### config.mk
export PLATFORM = sky130hd
export DESIGN_NAME = selective_repeat_send_window
export DESIGN_NICKNAME = d
export VERILOG_FILES = /design/src/hdl/srsw_pkg.sv /design/src/hdl/srsw_cell.sv /design/src/hdl/srsw_div.sv /design/src/hdl/selective_repeat_send_window.sv
export SDC_FILE = /design/constraint.sdc
export NUM_CORES = 1
export LEC_CHECK = 0
export BUFFER_PORTS_ARGS = -buffer_cell sky130_fd_sc_hd__buf_2
export CAP_MARGIN = 20
export CORE_UTILIZATION = 50
export CTS_CLUSTER_SIZE = 14
export DETAILED_ROUTE_END_ITERATION = 7
export PLACE_DENSITY = 0.67
export RECOVER_POWER = 25
export SLEW_MARGIN = 0
export SYNTH_ARGS = -nofsm -noshare
export SYNTH_HDL_FRONTEND = slang
export SYNTH_SLANG_ARGS = --single-unit
### constraint.sdc
create_clock -name clk -period 21.7 [get_ports clk]
set_input_delay 0 -clock clk [delete_from_list [all_inputs] [get_ports clk]]
set_output_delay 0 -clock clk [all_outputs]
set_load 0.05 [all_outputs]
### src/hdl/srsw_pkg.sv
// Shared types and constants of the selective-repeat send window.
// No dependencies; the other files, bar srsw_checker, use this package by scoped names.
`default_nettype none

package srsw_pkg;

	// Sequence numbers and window sizes.
	localparam int SEQ_W = 16;
	localparam logic [SEQ_W-1:0] SEQ_MAX = '1;

	// Configuration register widths and port width.
	localparam int TOTAL_W = 16;
	localparam int LIMIT_W = 16;
	localparam int STEP_W = 8;
	localparam int DIVISOR_W = 8;
	localparam int CFG_DATA_W = 16;
	localparam int CFG_INDEX_W = 2;

	// Stream payload widths.
	localparam int IN_DATA_W = 24;
	localparam int IN_USER_W = 2;
	localparam int OUT_DATA_W = 56;

	// Configuration register indexes.
	localparam logic [CFG_INDEX_W-1:0] CFG_PACKET_COUNT = 2'd0;
	localparam logic [CFG_INDEX_W-1:0] CFG_SLOW_START_LIMIT = 2'd1;
	localparam logic [CFG_INDEX_W-1:0] CFG_INCREASE_STEP = 2'd2;
	localparam logic [CFG_INDEX_W-1:0] CFG_DECREASE_DIVISOR = 2'd3;

	// Event codes carried on the input tuser.
	typedef enum logic [1:0] {
		FUNC_SENT = 2'd0,
		FUNC_ACK = 2'd1,
		FUNC_TIMEOUT = 2'd2,
		FUNC_CONGESTION = 2'd3
	} func_t;

	// Sequencer states.
	typedef enum logic [2:0] {
		ST_IDLE,
		ST_DECIDE,
		ST_SLIDE,
		ST_GROW,
		ST_DIV,
		ST_LAST,
		ST_OUT
	} state_t;

	// Control broadcast to every mark cell.
	typedef struct packed {
		logic shift;
		logic clr_sent;
		logic clr_ack;
	} cell_ctl_t;

endpackage

`default_nettype wire

### src/hdl/srsw_cell.sv
// One window slot: the sent mark and the ack mark of packet base + slot index.
// Uses srsw_pkg::cell_ctl_t; its upper neighbor feeds it when the window slides.
`default_nettype none

module srsw_cell (
	input  wire logic                 clk,
	input  wire logic                 arst_n,
	input  wire srsw_pkg::cell_ctl_t  ctl,
	input  wire logic                 set_sent,
	input  wire logic                 set_ack,
	input  wire logic                 nxt_sent,
	input  wire logic                 nxt_ack,
	output logic                      sent_q,
	output logic                      ack_q
);

	// Clearing wins over sliding, sliding over marking.
	always_ff @(posedge clk or negedge arst_n) begin
		if (!arst_n) begin
			sent_q <= 1'b0;
			ack_q <= 1'b0;
		end else begin
			if (ctl.clr_sent) begin
				sent_q <= 1'b0;
			end else if (ctl.shift) begin
				sent_q <= nxt_sent;
			end else if (set_sent) begin
				sent_q <= 1'b1;
			end
			if (ctl.clr_ack) begin
				ack_q <= 1'b0;
			end else if (ctl.shift) begin
				ack_q <= nxt_ack;
			end else if (set_ack) begin
				ack_q <= 1'b1;
			end
		end
	end

endmodule

`default_nettype wire

### src/hdl/srsw_div.sv
// Restoring divider for the congestion cut: window by divisor, one quotient bit per cycle.
// Uses srsw_pkg widths; a zero divisor acts as one.
`default_nettype none

module srsw_div (
	input  wire logic                             clk,
	input  wire logic                             arst_n,
	input  wire logic                             start,
	input  wire logic [srsw_pkg::SEQ_W-1:0]       dividend,
	input  wire logic [srsw_pkg::DIVISOR_W-1:0]   divisor,
	output logic                                  done_q,
	output logic [srsw_pkg::SEQ_W-1:0]            quo_q
);

	localparam int CNT_W = $clog2(srsw_pkg::SEQ_W) + 1;

	logic [srsw_pkg::DIVISOR_W-1:0] rem_q;
	logic [srsw_pkg::DIVISOR_W-1:0] div_q;
	logic [CNT_W-1:0]               cnt_q;
	logic                           busy_q;
	logic [srsw_pkg::DIVISOR_W:0]   trial;
	logic                           fits;

	assign trial = {rem_q, quo_q[srsw_pkg::SEQ_W-1]};
	assign fits = trial >= {1'b0, div_q};

	always_ff @(posedge clk or negedge arst_n) begin
		if (!arst_n) begin
			busy_q <= 1'b0;
			done_q <= 1'b0;
			cnt_q <= '0;
		end else begin
			done_q <= 1'b0;
			if (start) begin
				busy_q <= 1'b1;
				cnt_q <= CNT_W'(srsw_pkg::SEQ_W);
			end else if (busy_q) begin
				cnt_q <= cnt_q - CNT_W'(1);
				if (cnt_q == CNT_W'(1)) begin
					busy_q <= 1'b0;
					done_q <= 1'b1;
				end
			end
		end
	end

	always_ff @(posedge clk) begin
		if (start) begin
			quo_q <= dividend;
			rem_q <= '0;
			div_q <= (divisor == '0) ? srsw_pkg::DIVISOR_W'(1) : divisor;
		end else if (busy_q) begin
			if (fits) begin
				rem_q <= srsw_pkg::DIVISOR_W'(trial - {1'b0, div_q});
			end else begin
				rem_q <= trial[srsw_pkg::DIVISOR_W-1:0];
			end
			quo_q <= {quo_q[srsw_pkg::SEQ_W-2:0], fits};
		end
	end

endmodule

`default_nettype wire

### src/hdl/selective_repeat_send_window.sv
// Top level of the selective-repeat send window: sequencer, window registers, row of mark cells.
// Depends on srsw_pkg, srsw_cell and srsw_div.
//
//   channel   | direction | handshake            | payload
//   ----------+-----------+----------------------+-------------------------------------------
//   s_axis    | in        | tvalid / tready      | tuser: func; tdata: seq_number, checksum_ok
//   m_axis    | out       | tvalid / tready      | tdata: accepted, window_start, window_end,
//             |           |                      |        window_size, finished
//   cfg       | in        | cfg_wen, no wait     | cfg_index selects register, cfg_data value
//
// One item is handled at a time. A send, a timeout or a rejected ack goes from the decide state
// to the output state, which loads the result register. An accepted ack first slides the base
// past each leading acked slot (at most WINDOW_SLOTS); congestion runs the bit-serial divider.
// Both then set a new window size and end. A next item can be taken in the cycle after the load.
// Reset clears all marks at once (they live in flip-flops) and loads the register defaults.
// A stalled result holds in the output register; the next item is taken as soon as the
// sequencer is idle again, even while that result still waits.
`default_nettype none

module selective_repeat_send_window #(
	parameter int WINDOW_SLOTS = 64
) (
	input  wire logic                                clk,
	input  wire logic                                arst_n,
	// Configuration writes.
	input  wire logic                                cfg_wen,
	input  wire logic [srsw_pkg::CFG_INDEX_W-1:0]    cfg_index,
	input  wire logic [srsw_pkg::CFG_DATA_W-1:0]     cfg_data,
	// Event items.
	input  wire logic                                s_axis_tvalid,
	output logic                                     s_axis_tready,
	// tdata, lowest bit up: seq_number[15:0], checksum_ok[16], zero pad[23:17]
	input  wire logic [srsw_pkg::IN_DATA_W-1:0]      s_axis_tdata,
	// tuser: func[1:0]
	input  wire logic [srsw_pkg::IN_USER_W-1:0]      s_axis_tuser,
	// Result items.
	output logic                                     m_axis_tvalid,
	input  wire logic                                m_axis_tready,
	// tdata, lowest bit up: accepted[0], window_start[16:1], window_end[32:17],
	// window_size[48:33], finished[49], zero pad[55:50]
	output logic [srsw_pkg::OUT_DATA_W-1:0]          m_axis_tdata
);

	localparam int SW = srsw_pkg::SEQ_W;
	localparam int SLOT_W = (WINDOW_SLOTS > 1) ? $clog2(WINDOW_SLOTS) : 1;

	// Configuration registers.
	logic [srsw_pkg::TOTAL_W-1:0]   total_q;
	logic [srsw_pkg::LIMIT_W-1:0]   limit_q;
	logic [srsw_pkg::STEP_W-1:0]    step_q;
	logic [srsw_pkg::DIVISOR_W-1:0] divisor_q;

	// Window state.
	logic [SW-1:0] base_q;
	logic [SW-1:0] last_q;
	logic [SW-1:0] cwnd_q;

	// Latched event.
	srsw_pkg::func_t func_q;
	logic [SW-1:0]   seq_q;
	logic            ck_q;
	logic            acc_q;

	srsw_pkg::state_t state_q, state_d;

	// Mark row.
	srsw_pkg::cell_ctl_t      ctl;
	logic [WINDOW_SLOTS-1:0]  sent_row;
	logic [WINDOW_SLOTS-1:0]  ack_row;
	logic                     do_set_sent;
	logic                     do_set_ack;

	// Divider.
	logic          div_start;
	logic          div_done;
	logic [SW-1:0] div_quo;

	// Event decode.
	logic [SW-1:0]     off;
	logic [SLOT_W-1:0] off_idx;
	logic              seq_ge_base;
	logic              in_slots;
	logic              send_ok;
	logic              ack_ok;
	logic              slide;
	logic              out_load;

	// Window arithmetic.
	logic [SW:0]   grown;
	logic [SW:0]   grown_min;
	logic [SW-1:0] grown_clamped;
	logic [SW-1:0] quo_min;
	logic [SW-1:0] quo_clamped;
	logic [SW:0]   last_sum;
	logic [SW:0]   slot_cap;
	logic [SW:0]   total_cap;
	logic [SW:0]   last_min;

	// -------------------------------------------------------------------------------------
	// Configuration.
	always_ff @(posedge clk or negedge arst_n) begin
		if (!arst_n) begin
			total_q <= srsw_pkg::TOTAL_W'(1);
			limit_q <= srsw_pkg::LIMIT_W'(10);
			step_q <= srsw_pkg::STEP_W'(1);
			divisor_q <= srsw_pkg::DIVISOR_W'(2);
		end else if (cfg_wen) begin
			unique case (cfg_index)
				srsw_pkg::CFG_PACKET_COUNT:     total_q <= cfg_data;
				srsw_pkg::CFG_SLOW_START_LIMIT: limit_q <= cfg_data;
				srsw_pkg::CFG_INCREASE_STEP:    step_q <= cfg_data[srsw_pkg::STEP_W-1:0];
				srsw_pkg::CFG_DECREASE_DIVISOR: divisor_q <= cfg_data[srsw_pkg::DIVISOR_W-1:0];
			endcase
		end
	end

	// -------------------------------------------------------------------------------------
	// Event decode, all on the latched item. The offset is the slot that seq_number maps to.
	assign off = seq_q - base_q;
	assign off_idx = off[SLOT_W-1:0];
	assign seq_ge_base = seq_q >= base_q;
	assign in_slots = seq_ge_base && ({1'b0, off} < (SW+1)'(WINDOW_SLOTS));
	assign send_ok = in_slots && (seq_q <= last_q) && (seq_q < total_q);
	assign ack_ok = ck_q && in_slots && sent_row[off_idx];

	// The base slides while the oldest slot is acked and the base is in the window and below SEQ_MAX.
	assign slide = ack_row[0] && (base_q <= last_q) && (base_q != srsw_pkg::SEQ_MAX);

	// Window growth on an ack: doubling in slow start, additive from the limit up, then
	// clamped to the packet count and kept at least one.
	always_comb begin
		if (cwnd_q < limit_q) begin
			grown = {cwnd_q, 1'b0};
		end else if (cwnd_q < total_q) begin
			grown = {1'b0, cwnd_q} + (SW+1)'(step_q);
		end else begin
			grown = {1'b0, cwnd_q};
		end
		grown_min = (grown > {1'b0, total_q}) ? {1'b0, total_q} : grown;
		grown_clamped = (grown_min == '0) ? SW'(1) : grown_min[SW-1:0];
		quo_min = (div_quo > total_q) ? total_q : div_quo;
		quo_clamped = (quo_min == '0) ? SW'(1) : quo_min;
	end

	// Window end: base + window - 1, capped at the last packet, the last slot and the top
	// sequence number.
	always_comb begin
		last_sum = {1'b0, base_q} + {1'b0, cwnd_q} - (SW+1)'(1);
		slot_cap = {1'b0, base_q} + (SW+1)'(WINDOW_SLOTS - 1);
		total_cap = (total_q == '0) ? '0 : {1'b0, total_q} - (SW+1)'(1);
		last_min = last_sum;
		if (total_cap < last_min) begin
			last_min = total_cap;
		end
		if (slot_cap < last_min) begin
			last_min = slot_cap;
		end
		if (last_min > {1'b0, srsw_pkg::SEQ_MAX}) begin
			last_min = {1'b0, srsw_pkg::SEQ_MAX};
		end
	end

	// -------------------------------------------------------------------------------------
	// Sequencer.
	always_ff @(posedge clk or negedge arst_n) begin
		if (!arst_n) begin
			state_q <= srsw_pkg::ST_IDLE;
		end else begin
			state_q <= state_d;
		end
	end

	always_comb begin
		state_d = state_q;
		ctl = '0;
		do_set_sent = 1'b0;
		do_set_ack = 1'b0;
		div_start = 1'b0;
		out_load = 1'b0;
		s_axis_tready = 1'b0;
		unique case (state_q)
			srsw_pkg::ST_IDLE: begin
				s_axis_tready = 1'b1;
				if (s_axis_tvalid) begin
					state_d = srsw_pkg::ST_DECIDE;
				end
			end
			srsw_pkg::ST_DECIDE: begin
				unique case (func_q)
					srsw_pkg::FUNC_SENT: begin
						do_set_sent = send_ok;
						state_d = srsw_pkg::ST_OUT;
					end
					srsw_pkg::FUNC_ACK: begin
						do_set_ack = ack_ok;
						state_d = ack_ok ? srsw_pkg::ST_SLIDE : srsw_pkg::ST_OUT;
					end
					srsw_pkg::FUNC_TIMEOUT: begin
						ctl.clr_sent = 1'b1;
						ctl.clr_ack = 1'b1;
						state_d = srsw_pkg::ST_OUT;
					end
					srsw_pkg::FUNC_CONGESTION: begin
						ctl.clr_sent = 1'b1;
						div_start = 1'b1;
						state_d = srsw_pkg::ST_DIV;
					end
				endcase
			end
			srsw_pkg::ST_SLIDE: begin
				if (slide) begin
					ctl.shift = 1'b1;
				end else begin
					state_d = srsw_pkg::ST_GROW;
				end
			end
			srsw_pkg::ST_GROW: begin
				state_d = srsw_pkg::ST_LAST;
			end
			srsw_pkg::ST_DIV: begin
				if (div_done) begin
					state_d = srsw_pkg::ST_LAST;
				end
			end
			srsw_pkg::ST_LAST: begin
				state_d = srsw_pkg::ST_OUT;
			end
			srsw_pkg::ST_OUT: begin
				if (!m_axis_tvalid || m_axis_tready) begin
					out_load = 1'b1;
					state_d = srsw_pkg::ST_IDLE;
				end
			end
			default: begin
				state_d = srsw_pkg::ST_IDLE;
			end
		endcase
	end

	// -------------------------------------------------------------------------------------
	// Window registers.
	always_ff @(posedge clk or negedge arst_n) begin
		if (!arst_n) begin
			base_q <= '0;
			last_q <= '0;
			cwnd_q <= SW'(1);
			acc_q <= 1'b0;
		end else begin
			unique case (state_q)
				srsw_pkg::ST_DECIDE: begin
					acc_q <= (func_q == srsw_pkg::FUNC_SENT && send_ok) ||
						(func_q == srsw_pkg::FUNC_ACK && ack_ok);
					if (func_q == srsw_pkg::FUNC_TIMEOUT) begin
						cwnd_q <= SW'(1);
						last_q <= base_q;
					end
				end
				srsw_pkg::ST_SLIDE: begin
					if (slide) begin
						base_q <= base_q + SW'(1);
					end
				end
				srsw_pkg::ST_GROW: begin
					cwnd_q <= grown_clamped;
				end
				srsw_pkg::ST_DIV: begin
					if (div_done) begin
						cwnd_q <= quo_clamped;
					end
				end
				srsw_pkg::ST_LAST: begin
					last_q <= last_min[SW-1:0];
				end
				default: begin
				end
			endcase
		end
	end

	// Item latch.
	always_ff @(posedge clk) begin
		if (s_axis_tvalid && s_axis_tready) begin
			func_q <= srsw_pkg::func_t'(s_axis_tuser[1:0]);
			seq_q <= s_axis_tdata[SW-1:0];
			ck_q <= s_axis_tdata[SW];
		end
	end

	// -------------------------------------------------------------------------------------
	// Row of mark cells; slot i takes slot i+1's marks when the window slides.
	for (genvar i = 0; i < WINDOW_SLOTS; i++) begin : g_cell
		logic nxt_sent;
		logic nxt_ack;
		if (i == WINDOW_SLOTS - 1) begin : g_top
			assign nxt_sent = 1'b0;
			assign nxt_ack = 1'b0;
		end else begin : g_mid
			assign nxt_sent = sent_row[i+1];
			assign nxt_ack = ack_row[i+1];
		end
		srsw_cell u_cell (
			.clk      (clk),
			.arst_n   (arst_n),
			.ctl      (ctl),
			.set_sent (do_set_sent && (off_idx == SLOT_W'(i))),
			.set_ack  (do_set_ack && (off_idx == SLOT_W'(i))),
			.nxt_sent (nxt_sent),
			.nxt_ack  (nxt_ack),
			.sent_q   (sent_row[i]),
			.ack_q    (ack_row[i])
		);
	end

	srsw_div u_div (
		.clk      (clk),
		.arst_n   (arst_n),
		.start    (div_start),
		.dividend (cwnd_q),
		.divisor  (divisor_q),
		.done_q   (div_done),
		.quo_q    (div_quo)
	);

	// -------------------------------------------------------------------------------------
	// Result register.
	always_ff @(posedge clk or negedge arst_n) begin
		if (!arst_n) begin
			m_axis_tvalid <= 1'b0;
		end else if (out_load) begin
			m_axis_tvalid <= 1'b1;
		end else if (m_axis_tready) begin
			m_axis_tvalid <= 1'b0;
		end
	end

	always_ff @(posedge clk) begin
		if (out_load) begin
			m_axis_tdata <= {6'd0, base_q >= total_q, cwnd_q, last_q, base_q, acc_q};
		end
	end

endmodule

`default_nettype wire

==> summary.md <==
The flow ran to the end, but the final reports show violations. The checks that failed: max-capacitance violations, max-slew violations. The number of gates resized after CTS was 0. Derived from the worst setup path, the maximum achievable clock frequency is 111.3 MHz. CTS H-tree depth: 2.

The count of nets left with antenna violations once routing finished came out at 0. Data on the critical path is required at its endpoint by 22.11 ns. After synthesis the cells add up to 22,100 um2.

The logs give 143 for the largest net degree at the start of global routing and 10.53 nW for the cell leakage power. VDD sags by at most 0.06966 mV. Of the synthesized area, sequential elements account for 40.12%.

The worst setup path is captured at a flip-flop. Top flip-flop cell by instance count after synthesis: dfrtp_1. Maximum single-stage delay on the critical path: 0.67 ns. The routed layout has 18,170 vias. On the final layout, the worst hold slack is 0.07196 ns. The tools report the clock root buffer master as clkbuf_16. 0 antenna diodes ended up in the layout. In this run the worst hold path is classified as in2reg. For this configuration, the core starts out at a cell density of 50.96%. The tools report the kind of launch point of the worst setup path as a flip-flop.

Leaving out filler cells and counting taps, the final layout contains 2,946. The number of violations of the max-capacitance limit is 1. The slowest stage of the critical path belongs to the cell dfrtp_1. After detailed routing, the total wire length is 63,770 um. The logs give 23,080 um2 for the cell area reported after detailed placement and 45,040 um2 for the die area.

Cells with a size suffix above 1 make up 10.33% of the layout. The layout has 3,829 filler cells. Cell repeated most along the worst path: ha_1.

TritonCTS built the clock tree. Via count of the first global-routing pass: 17,930. Headroom to the max-slew limit came out at -281.7%. For this run, the total global-route usage over all layers was measured as 28.67%. The tools report the residual overflow from global routing as 0. Number of cell rows: 76. Most area-hungry cell type in the Yosys netlist: dfrtp_1. The net count of the finished layout is 2,609. A synthesized cell averages 9.905 um2. After floorplanning, the core was sized to cover 43,360 um2.

The number of flops mapped to enable cells by yosys came out at 93. The number of placed cells counting well taps was 2,830. Setup violations remaining at the end of the flow were counted as 0.

The clock reaches the later pin of the worst-skew pair after 0.58 ns. The die is 212.2 um tall. For this run, asynchronously set or reset flops after synthesis account for 70.03%. Number of max-slew violations in the final report: 99. Setup repair after global routing left no endpoint under its margin.

In the final layout, the multi-input gates occupy 12,300 um2. The iteration-0 DRC count of the detailed router is 1,580. From synthesis to final layout, the design area changed by 12.28%. In this run the power density over the cells is 126.6 nW/um2.

Of the post-synthesis cell area, the dominant cell type holds 26.04%. The CTS buffer count is 38, and the total non-filler cell area in the finished layout is 24,810 um2. The final-report hold violation count was 0; the number of hold buffers added after cts was 45. Yosys attributes the largest share of cell area to dfrtp_1 26%, ha_1 13%, edfxtp_1 13%.

The arrival time at the worst endpoint is 9.40 ns. At the end of routability-driven placement, the weighted congestion stood at 0.9591. Synthesis instantiated 83 different standard cells from the library.

After clock tree synthesis, the clock-pin slew on the worst setup and hold paths is 0.06 ns. Buffers placed on the I/O ports in this run total 93. The period utilization is 41.40%, and the vias per cell is 6.167.

The width of the die works out to 212.2 um. The tools report the maximum clock insertion buffer count as 3. Adding up every negative setup slack in the final design gives 0 ns. During I/O placement, the number of pins put on the boundary was 107. Post-CTS timing repair inserted 0 buffers for setup. The initial antenna violation count was 0.

Clock skew on the completed layout was measured at 0.02487 ns. For the pin with the worst max-slew slack, the measured transition is 5.725 ns. The number of detailed-route iterations in the first pass is 5. Yosys printed 0 warnings. The synthesized design contains 337 register bits. The cell count after synthesis came out at 2,231. The average detailed-routed wire length per instance was 21.64 um. The category of the most critical setup path is reg2reg.

In this run the worst path has a maximum fanout of 20. The first global-routing pass estimated 99,420 um of wire. The tools report the sequential cell area as 8866 um2. The final critical-path required period was 8.984 ns.

After detailed routing, the number of remaining DRC violations is 0. The number of clock sinks was 337; the half-perimeter wire length of the detailed placement result was 45,760 um.
[layout by cell type (no fill, tap or decap), drive strengths merged, types with 45 or more instances in the layout]
| cell | count |
|---|---|
| mux2i | 163 |
| clkbuf | 65 |
| nor2 | 132 |
| nand3 | 55 |
| o21ai | 134 |
| o22ai | 134 |
| ha | 225 |
| nand2 | 147 |
| dfrtp | 230 |
| buf | 98 |
| a21oi | 113 |
| edfxtp | 93 |
| nor3 | 47 |
| inv | 155 |
| xnor2 | 60 |
| dlygate4sd3 | 45 |
[cell usage after synthesis (37+ instances only)]
cell type / n
a21o_1: 37
a21oi_1: 113
clkbuf_1: 79
dfrtp_1: 230
edfxtp_1: 93
ha_1: 225
inv_1: 149
mux2_2: 40
mux2i_1: 163
nand2_1: 147
nand3_1: 55
nor2_1: 132
nor3_1: 47
o21ai_0: 132
o22ai_1: 133
xnor2_1: 60
[worst max-delay path: cells and delay by family, from the launching register on]
| family | cells | cell delay, ns |
|---|---|---|
| AO/OA/AOI/OAI | 16 | 3.74 |
| adder cells (fa/ha/maj) | 4 | 1.30 |
| buffers and inverters | 3 | 0.74 |
| flip-flops | 1 | 0.67 |
| multiplexers | 1 | 0.14 |
| AND/OR/NAND/NOR | 10 | 2.22 |
[per-layer routing]
metal | vias up | track usage [%] | routed length [um]
met2 | 688 | 46.03 | 29410
met5 | - | 0 | 0
li1 | 8453 | - | -
met3 | 156 | 4.402 | 4379
met1 | 8872 | 38.17 | 27330
met4 | 0 | 13.27 | 2641
[flip-flops by register name, indices dropped and copies added, names as in the netlist, 2 cells and up]
| signal | flops |
|---|---|
| u_div.rem_q | 8 |
| func_q | 2 |
| seq_q | 16 |
| g_cell.u_cell.ack_q | 64 |
| cwnd_q | 16 |
| g_cell.u_cell.sent_q | 64 |
| total_q | 16 |
| last_q | 16 |
| u_div.quo_q | 16 |
| divisor_q | 8 |
| state_q | 3 |
| step_q | 8 |
| m_axis_tdata | 50 |
| base_q | 16 |
| limit_q | 16 |
| u_div.cnt_q | 5 |
| u_div.div_q | 8 |
[metrics by stage]
stage	total power [W]	util [%]	setup slack (ns)
final	0.003141	57.22	12.72
after global routing	0.003355	57.22	12.29
after CTS	0.003124	57.27	12.99
after detailed placement	0.002432	53.23	13.04
after global placement	0.002385	53.23	13.21
after floorplan	0.002035	-	14.34
[kinds of logic (layout without fill, tap and decap cells)]
family,count (synthesis),after routing,share of synthesized area [%]
XOR/XNOR,70,70,2.774
adder cells (fa/ha/maj),229,229,13.10
multiplexers,218,218,10.95
flip-flops,337,337,40.12
buffers and inverters,253,378,4.490
other,1,6,0.01697
AND/OR/NAND/NOR,555,555,12.41
AO/OA/AOI/OAI,568,568,16.14
[path summary, 6_finish.rpt]
kind	startpoint	to	slack (ns)	cells after the start
worst max-delay path	base_q[2]	last_q[14]	12.72	34
worst min-delay path	s_axis_tvalid	state_q[0]	0.07	5
worst max register to register	base_q[2]	last_q[14]	12.72	34
worst min register to register	u_div.rem_q[7]	u_div.rem_q[7]	0.46	2
max in group asynchronous	arst_n	g_cell[43].u_cell.sent_q	15.70	4
min in group asynchronous	arst_n	limit_q[4]	2.11	2
[power by group]
part           leakage [nW]  internal (W)  switching (W)  total, W
registers              4.07      0.000771       0.000131  0.000902
logic                  5.83      0.000607       0.000962   0.00157
clock network         0.638      0.000388       0.000283  0.000670
[final cells by class]
| type | count | share of cell area (%) |
|---|---|---|
| clock buffers | 52 | 4.453 |
| clock inverters | 18 | 0.8068 |
| inverters | 152 | 2.299 |
| multi-input cells | 1646 | 49.55 |
| flip-flops and latches | 337 | 35.73 |
| well taps | 585 | 2.950 |
| repair buffers | 156 | 4.206 |
Power figures use the tool's default switching activity.
